===== src/hdl/twhbt_pkg.sv =====
// Shared types and constants for the two-wire handshake byte transfer unit.
package twhbt_pkg;

    // Command codes carried with each line sample.
    typedef enum logic [1:0] {
        OP_NONE    = 2'd0,
        OP_SEND_HS = 2'd1,
        OP_SEND_NH = 2'd2,
        OP_RECV    = 2'd3
    } op_t;

    localparam int unsigned BYTE_W   = 8;
    localparam int unsigned BIT_IDX_W = 3;
    localparam logic [BIT_IDX_W-1:0] LAST_BIT_IDX = 3'd7;
    localparam logic [BIT_IDX_W-1:0] FIRST_BIT_IDX = 3'd0;

    // One line sample with its command.
    typedef struct packed {
        logic         clock_in;
        logic         data_in;
        logic [7:0]   tx_byte;
        op_t          operation;
    } tick_t;

    // Result of one tick, packed first field in the highest bits.
    typedef struct packed {
        logic         busy_res;
        logic         done_res;
        logic [7:0]   rx_byte;
        logic         clock_drive;
        logic         data_drive;
    } result_t;

endpackage


===== src/hdl/twhbt_core.sv =====
// Line handshake state machine: one tick per enable, result of the tick out.
module twhbt_core
(
    input  logic                clk,
    input  logic                rst_n,
    input  logic                step,
    input  twhbt_pkg::tick_t    tick,
    output twhbt_pkg::result_t  result
);

    typedef enum logic [3:0] {
        PH_IDLE        = 4'd0,
        PH_S_CLK_HI    = 4'd1,
        PH_S_CLK_LO    = 4'd2,
        PH_S_DATA_NEXT = 4'd3,
        PH_S_DATA_FIN  = 4'd4,
        PH_R_DATA_LO   = 4'd5,
        PH_R_SAMPLE    = 4'd6,
        PH_R_CLK_CHG   = 4'd7,
        PH_R_DATA_HI   = 4'd8
    } phase_t;

    phase_t                             phase_reg, phase_next;
    twhbt_pkg::op_t                     mode_reg, mode_next;
    logic [twhbt_pkg::BIT_IDX_W-1:0]    bit_count_reg, bit_count_next;
    logic [twhbt_pkg::BYTE_W-1:0]       shift_reg, shift_next;
    logic                               sampled_reg, sampled_next;
    logic                               data_out_reg, data_out_next;
    logic                               clock_out_reg, clock_out_next;
    logic                               done;

    // Next state for one tick of the lines.
    always_comb
    begin
        phase_next     = phase_reg;
        mode_next      = mode_reg;
        bit_count_next = bit_count_reg;
        shift_next     = shift_reg;
        sampled_next   = sampled_reg;
        data_out_next  = data_out_reg;
        clock_out_next = clock_out_reg;
        done           = 1'b0;
        unique case (phase_reg)
            PH_S_CLK_HI:
            begin
                // Partner took CLOCK: put the complement on DATA.
                if (tick.clock_in)
                begin
                    data_out_next = ~sampled_reg;
                    phase_next    = PH_S_CLK_LO;
                end
            end
            PH_S_CLK_LO:
            begin
                if (!tick.clock_in)
                begin
                    data_out_next  = 1'b0;
                    clock_out_next = 1'b1;
                    if (bit_count_reg == twhbt_pkg::FIRST_BIT_IDX)
                    begin
                        if (mode_reg == twhbt_pkg::OP_SEND_NH)
                        begin
                            done       = 1'b1;
                            phase_next = PH_IDLE;
                        end
                        else
                        begin
                            phase_next = PH_S_DATA_FIN;
                        end
                    end
                    else
                    begin
                        phase_next = PH_S_DATA_NEXT;
                    end
                end
            end
            PH_S_DATA_NEXT:
            begin
                // Start the next bit, MSB first.
                if (tick.data_in)
                begin
                    bit_count_next = bit_count_reg - 1'b1;
                    sampled_next   = shift_reg[bit_count_next];
                    data_out_next  = sampled_next;
                    clock_out_next = 1'b0;
                    phase_next     = PH_S_CLK_HI;
                end
            end
            PH_S_DATA_FIN:
            begin
                if (tick.data_in)
                begin
                    done       = 1'b1;
                    phase_next = PH_IDLE;
                end
            end
            PH_R_DATA_LO:
            begin
                if (!tick.data_in)
                begin
                    clock_out_next = 1'b0;
                    phase_next     = PH_R_SAMPLE;
                end
            end
            PH_R_SAMPLE:
            begin
                // The bit is read from the CLOCK level and enters at the top.
                sampled_next  = tick.clock_in;
                shift_next    = {tick.clock_in, shift_reg[twhbt_pkg::BYTE_W-1:1]};
                data_out_next = 1'b1;
                phase_next    = PH_R_CLK_CHG;
            end
            PH_R_CLK_CHG:
            begin
                if (tick.clock_in != sampled_reg)
                begin
                    data_out_next = 1'b0;
                    phase_next    = PH_R_DATA_HI;
                end
            end
            PH_R_DATA_HI:
            begin
                if (tick.data_in)
                begin
                    clock_out_next = 1'b1;
                    if (bit_count_reg == twhbt_pkg::FIRST_BIT_IDX)
                    begin
                        done       = 1'b1;
                        phase_next = PH_IDLE;
                    end
                    else
                    begin
                        bit_count_next = bit_count_reg - 1'b1;
                        phase_next     = PH_R_DATA_LO;
                    end
                end
            end
            default:
            begin
                // Idle, and any unused code: take a command.
                phase_next = PH_IDLE;
                case (tick.operation) inside
                    twhbt_pkg::OP_SEND_HS, twhbt_pkg::OP_SEND_NH:
                    begin
                        mode_next      = tick.operation;
                        shift_next     = tick.tx_byte;
                        bit_count_next = twhbt_pkg::LAST_BIT_IDX;
                        sampled_next   = tick.tx_byte[twhbt_pkg::LAST_BIT_IDX];
                        data_out_next  = sampled_next;
                        clock_out_next = 1'b0;
                        phase_next     = PH_S_CLK_HI;
                    end
                    twhbt_pkg::OP_RECV:
                    begin
                        mode_next      = twhbt_pkg::OP_RECV;
                        shift_next     = '0;
                        bit_count_next = twhbt_pkg::LAST_BIT_IDX;
                        phase_next     = PH_R_DATA_LO;
                    end
                    default:
                    begin
                        phase_next = PH_IDLE;
                    end
                endcase
            end
        endcase
    end

    // Result fields reflect the state after this tick.
    always_comb
    begin
        result.data_drive  = data_out_next;
        result.clock_drive = clock_out_next;
        result.rx_byte     = (mode_next == twhbt_pkg::OP_RECV) ? shift_next : '0;
        result.done_res    = done;
        result.busy_res    = (phase_next != PH_IDLE);
    end

    // State registers advance once per accepted tick.
    always_ff @(posedge clk or negedge rst_n)
    begin
        if (!rst_n)
        begin
            phase_reg     <= PH_IDLE;
            mode_reg      <= twhbt_pkg::OP_NONE;
            bit_count_reg <= twhbt_pkg::LAST_BIT_IDX;
            shift_reg     <= '0;
            sampled_reg   <= 1'b0;
            data_out_reg  <= 1'b0;
            clock_out_reg <= 1'b1;
        end
        else if (step)
        begin
            phase_reg     <= phase_next;
            mode_reg      <= mode_next;
            bit_count_reg <= bit_count_next;
            shift_reg     <= shift_next;
            sampled_reg   <= sampled_next;
            data_out_reg  <= data_out_next;
            clock_out_reg <= clock_out_next;
        end
    end

endmodule


===== src/hdl/two_wire_handshake_byte_transfer_unit.sv =====
// Top level of the two-wire handshake byte transfer unit with stream ports.
// Each input transfer is one sampled tick of the DATA and CLOCK lines plus an optional command
// (honored only when idle), and each yields exactly one result transfer with the line drives,
// received byte, done pulse and busy flag after that tick. The block takes one tick per cycle
// unless the output register is full and stalled: a tick is held in the input register, and
// the handshake state machine updates as the tick moves into the output register.
module two_wire_handshake_byte_transfer_unit
(
    input  logic        clk,
    input  logic        rst_n,
    input  logic        s_axis_tvalid,
    output logic        s_axis_tready,
    // tx_byte[7:0], data_in[8], clock_in[9], zero fill [15:10]
    input  logic [15:0] s_axis_tdata,
    // operation[1:0]
    input  logic [1:0]  s_axis_tuser,
    output logic        m_axis_tvalid,
    input  logic        m_axis_tready,
    // data_drive[0], clock_drive[1], rx_byte[9:2], done_res[10], busy_res[11], zero fill [15:12]
    output logic [15:0] m_axis_tdata
);

    logic                   in_valid_reg;
    twhbt_pkg::tick_t       in_tick_reg;
    logic                   out_valid_reg;
    twhbt_pkg::result_t     out_result_reg;
    twhbt_pkg::result_t     step_result;
    logic                   advance;

    assign advance       = in_valid_reg && (!out_valid_reg || m_axis_tready);
    assign s_axis_tready = !in_valid_reg || advance;

    // Input register.
    always_ff @(posedge clk or negedge rst_n)
    begin
        if (!rst_n)
        begin
            in_valid_reg <= 1'b0;
        end
        else if (s_axis_tready)
        begin
            in_valid_reg <= s_axis_tvalid;
        end
    end

    always_ff @(posedge clk)
    begin
        if (s_axis_tvalid && s_axis_tready)
        begin
            in_tick_reg.operation <= twhbt_pkg::op_t'(s_axis_tuser);
            in_tick_reg.tx_byte   <= s_axis_tdata[7:0];
            in_tick_reg.data_in   <= s_axis_tdata[8];
            in_tick_reg.clock_in  <= s_axis_tdata[9];
        end
    end

    twhbt_core u_core
    (
        .clk    (clk),
        .rst_n  (rst_n),
        .step   (advance),
        .tick   (in_tick_reg),
        .result (step_result)
    );

    // Output register.
    always_ff @(posedge clk or negedge rst_n)
    begin
        if (!rst_n)
        begin
            out_valid_reg <= 1'b0;
        end
        else if (advance)
        begin
            out_valid_reg <= 1'b1;
        end
        else if (m_axis_tready)
        begin
            out_valid_reg <= 1'b0;
        end
    end

    always_ff @(posedge clk)
    begin
        if (advance)
        begin
            out_result_reg <= step_result;
        end
    end

    assign m_axis_tvalid = out_valid_reg;
    assign m_axis_tdata  = {4'b0000, out_result_reg};

endmodule


===== config.mk =====
export PLATFORM = sky130hd
export DESIGN_NAME = two_wire_handshake_byte_transfer_unit
export DESIGN_NICKNAME = d
export VERILOG_FILES = /design/src/hdl/twhbt_pkg.sv /design/src/hdl/twhbt_core.sv /design/src/hdl/two_wire_handshake_byte_transfer_unit.sv
export SDC_FILE = /design/constraint.sdc
export NUM_CORES = 1
export LEC_CHECK = 0
export BUFFER_PORTS_ARGS = -buffer_cell sky130_fd_sc_hd__buf_2
export CORE_UTILIZATION = 50
export CTS_BUF_LIST = sky130_fd_sc_hd__clkbuf_2
export CTS_CLUSTER_DIAMETER = 120
export DETAILED_ROUTE_END_ITERATION = 7
export PLACE_DENSITY = 0.78
export SETUP_SLACK_MARGIN = 0.02
export SLEW_MARGIN = 15
export SYNTH_ARGS = -nofsm -noshare
export SYNTH_HDL_FRONTEND = slang
export SYNTH_SLANG_ARGS = --single-unit

===== constraint.sdc =====
create_clock -name clk -period 4.8 [get_ports clk]
set_input_delay 0.48 -clock clk [delete_from_list [all_inputs] [get_ports clk]]
set_output_delay 0.48 -clock clk [all_outputs]
set_load 0.02 [all_outputs]

==> results.toml, run 1 <==
[sta]
fmax_mhz = 332.8
post-route-period-util_pct = 62.60
finalHoldViolCount = 0
fin_tns_setup_ns = 0
fin_crit_ns = 3.005
drv_slew = 0
rsz0062_at_grt = "no"
setup_viol = 0
maxSlewHeadroom_pct = 21.54
finClkSkew_ns = 0.01916
worstMarginPinSlew_ns = 1.168

[detailed_routing]
dr.pass1.iters = 4
num_vias = 2094
postRouteAntennaNets = 0
wirelength_mm = 5.487
vias_per_cell = 5.737
wire_per_inst_um = 15.03
drtIter0Drc = 156
drc = 0

[finish]
layoutNonFillerInstCount = 365
nets = 320
seq_area_sq_mm = 0.001276
drive_above_1_share_pct = 17.63
multi_input_area_sq_mm = 0.001249
fill_cells = 482
antenna_cells = 0
syn2layout_area_growth_pct = 6.183

[clocking]
htreeDepth = 2
cts-resized-gates = 0
post_cts_buffers = 0
cts_num_sinks = 46
clock_latency_ns = 0.42
cts_tree = "built"
hold_buffers = 1
clkTransAtPathRegs_ns = 0.24
cts_inserted_buffers = 5
root_buffer = "clkbuf_2"
cts_buffer_depth = 2

[place]
gp_congestion = 0.9618
dp.cells = 356
dpl.hpwl_mm = 3.776
port-buffer-count = 29

[floorplanning]
row_count = 26
dieArea_sq_mm = 0.005639
core_area_sq_mm = 0.005140
pin_count = 40
die_y_um = 75.10
chipWidth_um = 75.10
start_util_pct = 51.97

[logic_synthesis]
netlist-cell-type-count = 57
postSynthCellCount = 275
yosys_warnings = 0
synth-seq-area-share_pct = 47.78
synth-main-ff-cell = "edfxtp_1"
synth_seq_cells = 46
synthArstFlopShare_pct = 47.83
synth.avg_cell_area_sq_um = 9.714
synth-edff-count = 24
synth_area_sq_mm = 0.002671

[worst_setup_path]
crit_arrival_ns = 3.18
startpoint_type = "register"
cp_slowest_cell = "dfrtp_1"
crit_chain = "nor3_4 > xnor2_1 > o21ai_0 > o21ai_1 > a21oi_1"
critPathRequiredTime_ns = 4.98
worst-setup-path-type = "reg -> reg"
crit_buf_inv = 0
cp_max_fo = 28
end_kind = "register"
cp_slowest_stage_delay_ns = 0.94
crit_family = "flip-flops"

[grt]
grt_first_pass_wirelength_mm = 9.039
grt_max_degree = 29
grt.total_usage_pct = 22.00
grt_pass1_vias = 1788
grt_overflow = 0
antenna_found_initial = 0

[power_and_ir_drop]
power_density_mw_per_mm2 = 552.7
vdd_drop_max_mv = 0.2402
p_leak_nw = 1.111

[min_path]
min_path_type = "in -> reg"

[flow_run]
maxCapViolCount = 0

[run_status]
status = "completed"
==> path summary, 6_finish.rpt <==
path                                                startpoint                             endpoint  slack [ns]  depth (start not counted)
min                                            s_axis_tdata[1]             in_tick_reg[3]$_DFFE_PP_        0.20                          1
min in group asynchronous                                rst_n       u_core.mode_reg[0]$_DFFE_PN0P_        0.52                          2
max                            u_core.phase_reg[2]$_DFFE_PN0P_        m_axis_tdata[8]$_SDFFCE_PP0P_        1.80                          5
max reg2reg                    u_core.phase_reg[2]$_DFFE_PN0P_        m_axis_tdata[8]$_SDFFCE_PP0P_        1.80                          5
min reg2reg                u_core.bit_count_reg[1]$_DFFE_PN1P_  u_core.bit_count_reg[1]$_DFFE_PN1P_        0.53                          2
max in group asynchronous                                rst_n  u_core.bit_count_reg[0]$_DFFE_PN1P_        3.91                          2
==> cell usage in the layout, fill, tap and decap left out, types with 5 or more instances in the layout <==
cell type / instances
clkbuf_2: 6
o21ai_0: 19
nand2b_1: 12
inv_1: 7
a21oi_1: 28
nor2_1: 20
a22oi_1: 9
edfxtp_1: 24
nand2_1: 33
o21ai_1: 7
nand3_1: 5
dfrtp_1: 18
buf_2: 29
nor2b_1: 9
==> where the power goes <==
part | internal [mW] | switching (mW)
Clock | 0.0387 | 0.128
Combinational | 0.273 | 0.414
Sequential | 0.551 | 0.163
Total | 0.863 | 0.705
==> routing by layer <==
layer  wire [um]  track usage, %  share of wire, %  vias to the layer above
li1            -               -                 -                     1035
met1        2454           32.52                45                      969
met2        2545           32.33                46                       83
met3         419           4.819               7.6                        7
met4          68           6.918               1.2                        0
met5           0               0                 0                        -
==> kinds of logic after synthesis <==
logic type | synth area share [%]
compound gates | 21.87
other cells | 0.1404
flops | 47.78
mux | 2.482
buf+inv | 5.902
fa+ha+maj | 1.874
xor+xnor | 1.312
simple gates | 18.64
==> Yosys cell counts, types with 2 or more instances <==
cell type	count	area, sq um
and2_1	2	12.51
o21ai_1	7	35.03
o21ai_0	19	95.09
a21oi_1	28	140.1
a31oi_1	4	25.02
ha_1	4	50.05
nand3_1	5	25.02
mux4_2	2	45.04
dfstp_2	4	105.1
buf_4	5	37.54
clkbuf_1	4	15.01
xnor2_1	3	26.28
o32ai_1	2	17.52
nand2_1	33	123.9
buf_2	9	45.04
o31ai_1	3	22.52
inv_1	7	26.28
nand2b_1	12	75.07
a22o_1	2	17.52
buf_6	3	33.78
o22ai_1	3	18.77
nor2_1	20	75.07
dfrtp_1	18	450.4
a22oi_1	9	67.56
o22a_1	2	17.52
nor2b_1	9	56.30
a211oi_1	3	22.52
edfxtp_1	24	720.7
==> through the flow <==
step / total power [mW] / cell area (sq um) / setup slack (ns) / hold WS, ns / utilization, %
after floorplan: 1.251 / 2683 / 2.741 / 0.1844 / -
after global placement: 1.374 / 2784 / 1.926 / 0.4801 / 54.16
after detailed placement: 1.399 / 2784 / 1.867 / 0.4905 / 54.16
after CTS: 1.564 / 2836 / 1.850 / 0.1921 / 55.18
after global routing: 1.689 / 2836 / 1.588 / 0.1624 / 55.18
final: 1.568 / 2836 / 1.795 / 0.2045 / 55.18
==> cell type report <==
cell class | count | area share, %
Clock inverter | 2 | 0.4411
Timing Repair Buffer | 30 | 5.470
Clock buffer | 6 | 1.059
Multi-Input combinational cell | 204 | 44.02
Tap cell | 70 | 3.088
Sequential cell | 46 | 44.99
Inverter | 7 | 0.9263
(Power assumes the default switching activity.)
==> run 2: changes to the inputs <==
==> constraint.sdc (replaced) <==
create_clock -name clk -period 3 [get_ports clk]
set_input_delay 0.3 -clock clk [delete_from_list [all_inputs] [get_ports clk]]
set_output_delay 0.3 -clock clk [all_outputs]
set_load 0.02 [all_outputs]
==> run 2 against run 1 <==
Net effect:
- wire length is 5.2% higher
- first-iteration DRC count up 34%
- design area increased by 4.5%
- largest power group is now combinational logic
- via count up 4.8%
- global-route usage is 0.43 points higher
- clock skew grew 0.0066 ns
- combinational power is 67% higher
- sequential power is 60% higher
- hold slack got worse by 0.15 ns
- non-clock buffer count up 14
- sequential share of layout area shrank 1.9 points
- register-to-register slack lost 1.2 ns
==> results.toml, run 2 (synthesized netlist as in run 1, its figures left out) <==
[finish]
syn2layout_area_growth_pct = 10.91
drive_above_1_share_pct = 19.09
nets = 334
final_common_cell = "nand2_1"
antenna_cells = 0
final_cell_mix = "nand2_1 (33), buf_2 (29), a21oi_1 (28), edfxtp_1 (24), nor2_1 (20)"

[floorplanning]
start_util_pct = 51.97
dieArea_sq_mm = 0.005639
pin_count = 40
die_y_um = 75.10
core_area_sq_mm = 0.005140
row_count = 26
chipWidth_um = 75.10

[sta]
finClkSkew_ns = 0.02576
maxSlewHeadroom_pct = 46.99
fmax_mhz = 420.6
post-route-period-util_pct = 79.24
finalHoldViolCount = 0
rsz0062_at_grt = "no"
drv_slew = 0
fin_tns_setup_ns = 0
fin_crit_ns = 2.377
setup_viol = 0
worstMarginPinSlew_ns = 0.7952

[grt]
grt.total_usage_pct = 22.43
antenna_found_initial = 0
grt_first_pass_wirelength_mm = 9.370
grt_max_degree = 27
grt_pass1_vias = 1903
grt_overflow = 0

[power_and_ir_drop]
power_density_mw_per_mm2 = 859.7
p_sw_share_pct = 44.60
power_frac_comb_pct = 45.1
clockPowerShare_pct = 10.3
switchingPower_mw = 1.136
finalPower_mw = 2.547
p_leak_nw = 1.176
vdd_drop_max_mv = 0.4288
internal-power_mw = 1.411
seq_power_share_pct = 44.6

[clocking]
hold_buffers = 1
cts_inserted_buffers = 5
cts-resized-gates = 0
clkTransAtPathRegs_ns = 0.22
cts_tree = "built"
cts_num_sinks = 46
cts_buffer_depth = 2
root_buffer = "clkbuf_2"
clock_latency_ns = 0.43
post_cts_buffers = 0
htreeDepth = 2

[worst_setup_path]
startpoint_type = "register"
crit_arrival_ns = 2.55
worst-setup-path-type = "reg -> reg"
cp_slowest_cell = "dfrtp_1"
end_kind = "register"
crit_chain = "nor2_1 > nand3_1 > o22ai_1 > a211oi_1 > nand4b_1"
critPathRequiredTime_ns = 3.17
cp_max_fo = 24
cp_slowest_stage_delay_ns = 0.90

[detailed_routing]
wire_per_inst_um = 15.23
num_vias = 2195
vias_per_cell = 5.792
drtIter0Drc = 209
wirelength_mm = 5.774
postRouteAntennaNets = 0
dr.pass1.iters = 5
drc = 0

[place]
port-buffer-count = 29
gp_congestion = 0.9525
dpl.hpwl_mm = 4.030

[min_path]
min_path_type = "in -> reg"

[run_status]
status = "completed"

[flow_run]
maxCapViolCount = 0
==> run 2: final cells by class <==
| cell class | instances | area (sq um) |
|---|---|---|
| fillers | 482 | 2177 |
| flip-flops and latches | 46 | 1276 |
| multi-input cells | 204 | 1249 |
| repair buffers | 44 | 280.3 |
| well taps | 70 | 87.58 |
| clock buffers | 6 | 30.03 |
| inverters | 7 | 26.28 |
| clock inverters | 2 | 13.76 |
==> run 2: worst paths after layout <==
check,start,to,cells past startpoint,slack (ns)
min in group asynchronous,rst_n,u_core.shift_reg[2]$_DFFE_PN0P_,2,0.34
hold / removal,s_axis_tuser[0],in_tick_reg[0]$_DFFE_PP_,1,0.05
setup / recovery,u_core.phase_reg[0]$_DFFE_PN0P_,m_axis_tdata[11]$_DFFE_PP_,5,0.62
setup reg to reg,u_core.phase_reg[0]$_DFFE_PN0P_,m_axis_tdata[11]$_DFFE_PP_,5,0.62
hold reg to reg,in_valid_reg$_DFFE_PN0N_,m_axis_tvalid$_DFFE_PN0P_,1,0.53
max in group asynchronous,rst_n,u_core.clock_out_reg$_DFFE_PN1P_,2,2.28
==> run 2: per-stage QoR <==
stage                     util [%]  hold WS (ns)  std cells  instance area [sq um]  setup WS, ns
after floorplan                  -      0.004409        278                   2683        0.9411
after global placement       55.04        0.3157        362                   2829        0.7342
after detailed placement     55.04        0.3228        362                   2829        0.6991
after CTS                    56.09       0.01399        371                   2883        0.6538
after global routing         57.64       0.01608        379                   2963        0.5358
final                        57.64       0.04957        379                   2963        0.6227
==> run 2: power groups by stage <==
| stage | Sequential (mW) | Clock (mW) | Combinational (mW) |
|---|---|---|---|
| finish | 1.14 | 0.263 | 1.15 |
| global route | 1.16 | 0.291 | 1.29 |
| CTS | 1.12 | 0.270 | 1.13 |
| detailed placement | 1.14 | 0 | 1.13 |
| global placement | 1.13 | 0 | 1.10 |
| floorplan | 1.07 | 0 | 0.933 |
==> run 2: metal layers <==
layer | up-vias | global-route usage (%) | wire (um)
met5 | - | 0 | 0
met4 | 0 | 7.128 | 77
li1 | 1063 | - | -
met2 | 103 | 33.73 | 2718
met1 | 1022 | 32.23 | 2548
met3 | 7 | 5.221 | 429
==> run 2: critical path, delay by kind of cell, from the launching register on <==
family	cells	cell delay, ns
DFF	1	0.90
AOI/OAI and AO/OA	2	0.58
and+or+nand+nor	3	0.66
==> run 3: changes to the inputs <==
==> constraint.sdc (replaced) <==
create_clock -name clk -period 2.4 [get_ports clk]
set_input_delay 0.24 -clock clk [delete_from_list [all_inputs] [get_ports clk]]
set_output_delay 0.24 -clock clk [all_outputs]
set_load 0.02 [all_outputs]
==> run 3 against run 2 <==
Net effect:
- first-iteration DRC count rose by 32%
- via count is 3.4% higher
- design area increased by 3.9%
- final cell count up 3.2%
- hold slack worse by 0.012 ns
- clock power rose by 22%
- wire length up 3.3%
- critical path depth rose by 1
- total power up 28%
- die area is the same
- sequential power rose by 15%
- maximum frequency increased by 4.7%
- critical endpoint is now m_axis_tdata[0]$_DFFE_PP_
==> results.toml, run 3 (synthesized netlist as in run 1, its figures left out) <==
[flow_run]
maxCapViolCount = 0

[min_path]
whs_path_depth = 2
whs_endpoint = "in_valid_reg$_DFFE_PN0N_"
min_path_type = "in -> reg"
min-delay-start = "s_axis_tvalid"

[worst_setup_path]
crit_family = "multiplexers"
cp_num_cells = 6
critPathRequiredTime_ns = 2.58
cp_slowest_stage_delay_ns = 0.62
worst-setup-path-type = "reg -> reg"
crit_chain = "inv_1 > ha_1 > mux4_2 > mux2i_2 > o21a_1 > a21oi_1"
startpoint_type = "register"
crit_arrival_ns = 2.45
rr_endpoint = "m_axis_tdata[0]$_DFFE_PP_"
crit_buf_inv = 1
worstRegToRegCells = 6
cp_max_fo = 4
rr_startpoint = "u_core.bit_count_reg[0]$_DFFE_PN1P_"
cp_slowest_cell = "dfstp_2"
r2r_slack_ns = 0.13
end_kind = "register"

[grt]
antenna_found_initial = 0
grt_first_pass_wirelength_mm = 9.639
grt.total_usage_pct = 23.23
grt_max_degree = 28
grt_pass1_vias = 2029
grt_overflow = 0

[clocking]
clkTransAtPathRegs_ns = 0.25
cts_buffer_depth = 2
cts_num_sinks = 46
root_buffer = "clkbuf_2"
cts_inserted_buffers = 5
clock_latency_ns = 0.44
cts_tree = "built"
htreeDepth = 2

[finish]
final_common_cell = "nand2_1"
syn2layout_area_growth_pct = 15.27
multi_input_area_sq_mm = 0.001252
layoutNonFillerInstCount = 391
nets = 346
antenna_cells = 0
fin_util_pct = 59.91
seq_area_sq_mm = 0.001276
drive_above_1_share_pct = 21.18
final_cell_mix = "nand2_1 (33), buf_2 (29), a21oi_1 (28), edfxtp_1 (24), nor2_1 (20)"
fill_cells = 465

[detailed_routing]
dr.pass1.iters = 5
postRouteAntennaNets = 0
num_vias = 2270
wirelength_mm = 5.962
drc = 0
vias_per_cell = 5.806
drtIter0Drc = 275
wire_per_inst_um = 15.25

[floorplanning]
chipWidth_um = 75.10
pin_count = 40
core_area_sq_mm = 0.005140
dieArea_sq_mm = 0.005639
die_y_um = 75.10
row_count = 26
start_util_pct = 51.97

[sta]
post-route-period-util_pct = 94.61
finClkSkew_ns = 0.03501
maxSlewHeadroom_pct = 52.60
fin_crit_ns = 2.271
fmax_mhz = 440.4
setup_viol = 0
drv_slew = 0
finalHoldViolCount = 0
worstMarginPinSlew_ns = 0.7060
fin_tns_setup_ns = 0
rsz0062_at_grt = "no"

[place]
dpl.hpwl_mm = 4.018
gp_congestion = 0.9469
port-buffer-count = 29
dp.cells = 367

[run_status]
status = "completed"

[power_and_ir_drop]
vdd_drop_max_mv = 0.4958
p_leak_nw = 1.236
power_density_mw_per_mm2 = 1063
## run 3: worst max-delay path by stage
stage / startpoint / to / slack [ns]
2_1_floorplan: u_core.bit_count_reg[0]$_DFFE_PN1P_ / m_axis_tdata[0]$_DFFE_PP_ / 0.34
3_3_place_gp: u_core.bit_count_reg[0]$_DFFE_PN1P_ / m_axis_tdata[0]$_DFFE_PP_ / 0.20
3_5_place_dp: u_core.bit_count_reg[0]$_DFFE_PN1P_ / m_axis_tdata[0]$_DFFE_PP_ / 0.16
4_1_cts: u_core.bit_count_reg[0]$_DFFE_PN1P_ / m_axis_tdata[0]$_DFFE_PP_ / 0.09
5_1_grt: u_core.bit_count_reg[0]$_DFFE_PN1P_ / m_axis_tdata[0]$_DFFE_PP_ / 0.05
6_report: u_core.bit_count_reg[0]$_DFFE_PN1P_ / m_axis_tdata[0]$_DFFE_PP_ / 0.13
## run 3: area by class of cell
| class | instances | area share [%] |
|---|---|---|
| Sequential cell | 46 | 41.45 |
| Multi-Input combinational cell | 204 | 40.67 |
| Timing Repair Buffer | 56 | 12.76 |
| Tap cell | 70 | 2.844 |
| Inverter | 7 | 0.8533 |
| Clock buffer | 5 | 0.8127 |
| Clock inverter | 3 | 0.6095 |
## run 3: routing by layer
| layer | vias to the layer above | share of wire (%) | global-route usage (%) |
|---|---|---|---|
| met5 | - | 0 | 0 |
| met4 | 0 | 2.2 | 8.386 |
| met3 | 21 | 6.8 | 3.882 |
| met2 | 116 | 46 | 37.04 |
| met1 | 1050 | 45 | 32.15 |
| li1 | 1083 | - | - |
## run 3: stage by stage
step | instance area [sq um] | total power, mW | worst slack [ns] | hold WS [ns]
floorplan | 2683 | 2.502 | 0.3411 | -0.05559
detailed placement | 2879 | 2.869 | 0.1594 | 0.2567
CTS | 3053 | 3.200 | 0.08888 | 0.004261
global route | 3079 | 3.506 | 0.05109 | 0.03835
finish | 3079 | 3.273 | 0.1294 | 0.03711
global placement | 2879 | 2.827 | 0.2045 | 0.2572
## run 3: where the power goes
| part | internal, mW | leakage (nW) | switching, mW |
|---|---|---|---|
| combinational | 0.645 | 0.706 | 0.997 |
| clock | 0.0725 | 0.0331 | 0.249 |
| sequential | 1.10 | 0.497 | 0.204 |
| total | 1.82 | 1.24 | 1.45 |
## run 3: timing repair
item,in CTS,in global routing
resized for setup,0,1
hold buffers,13,0
endpoints found under the setup margin,0,3
hold endpoints to repair,30,0
setup buffers,0,3
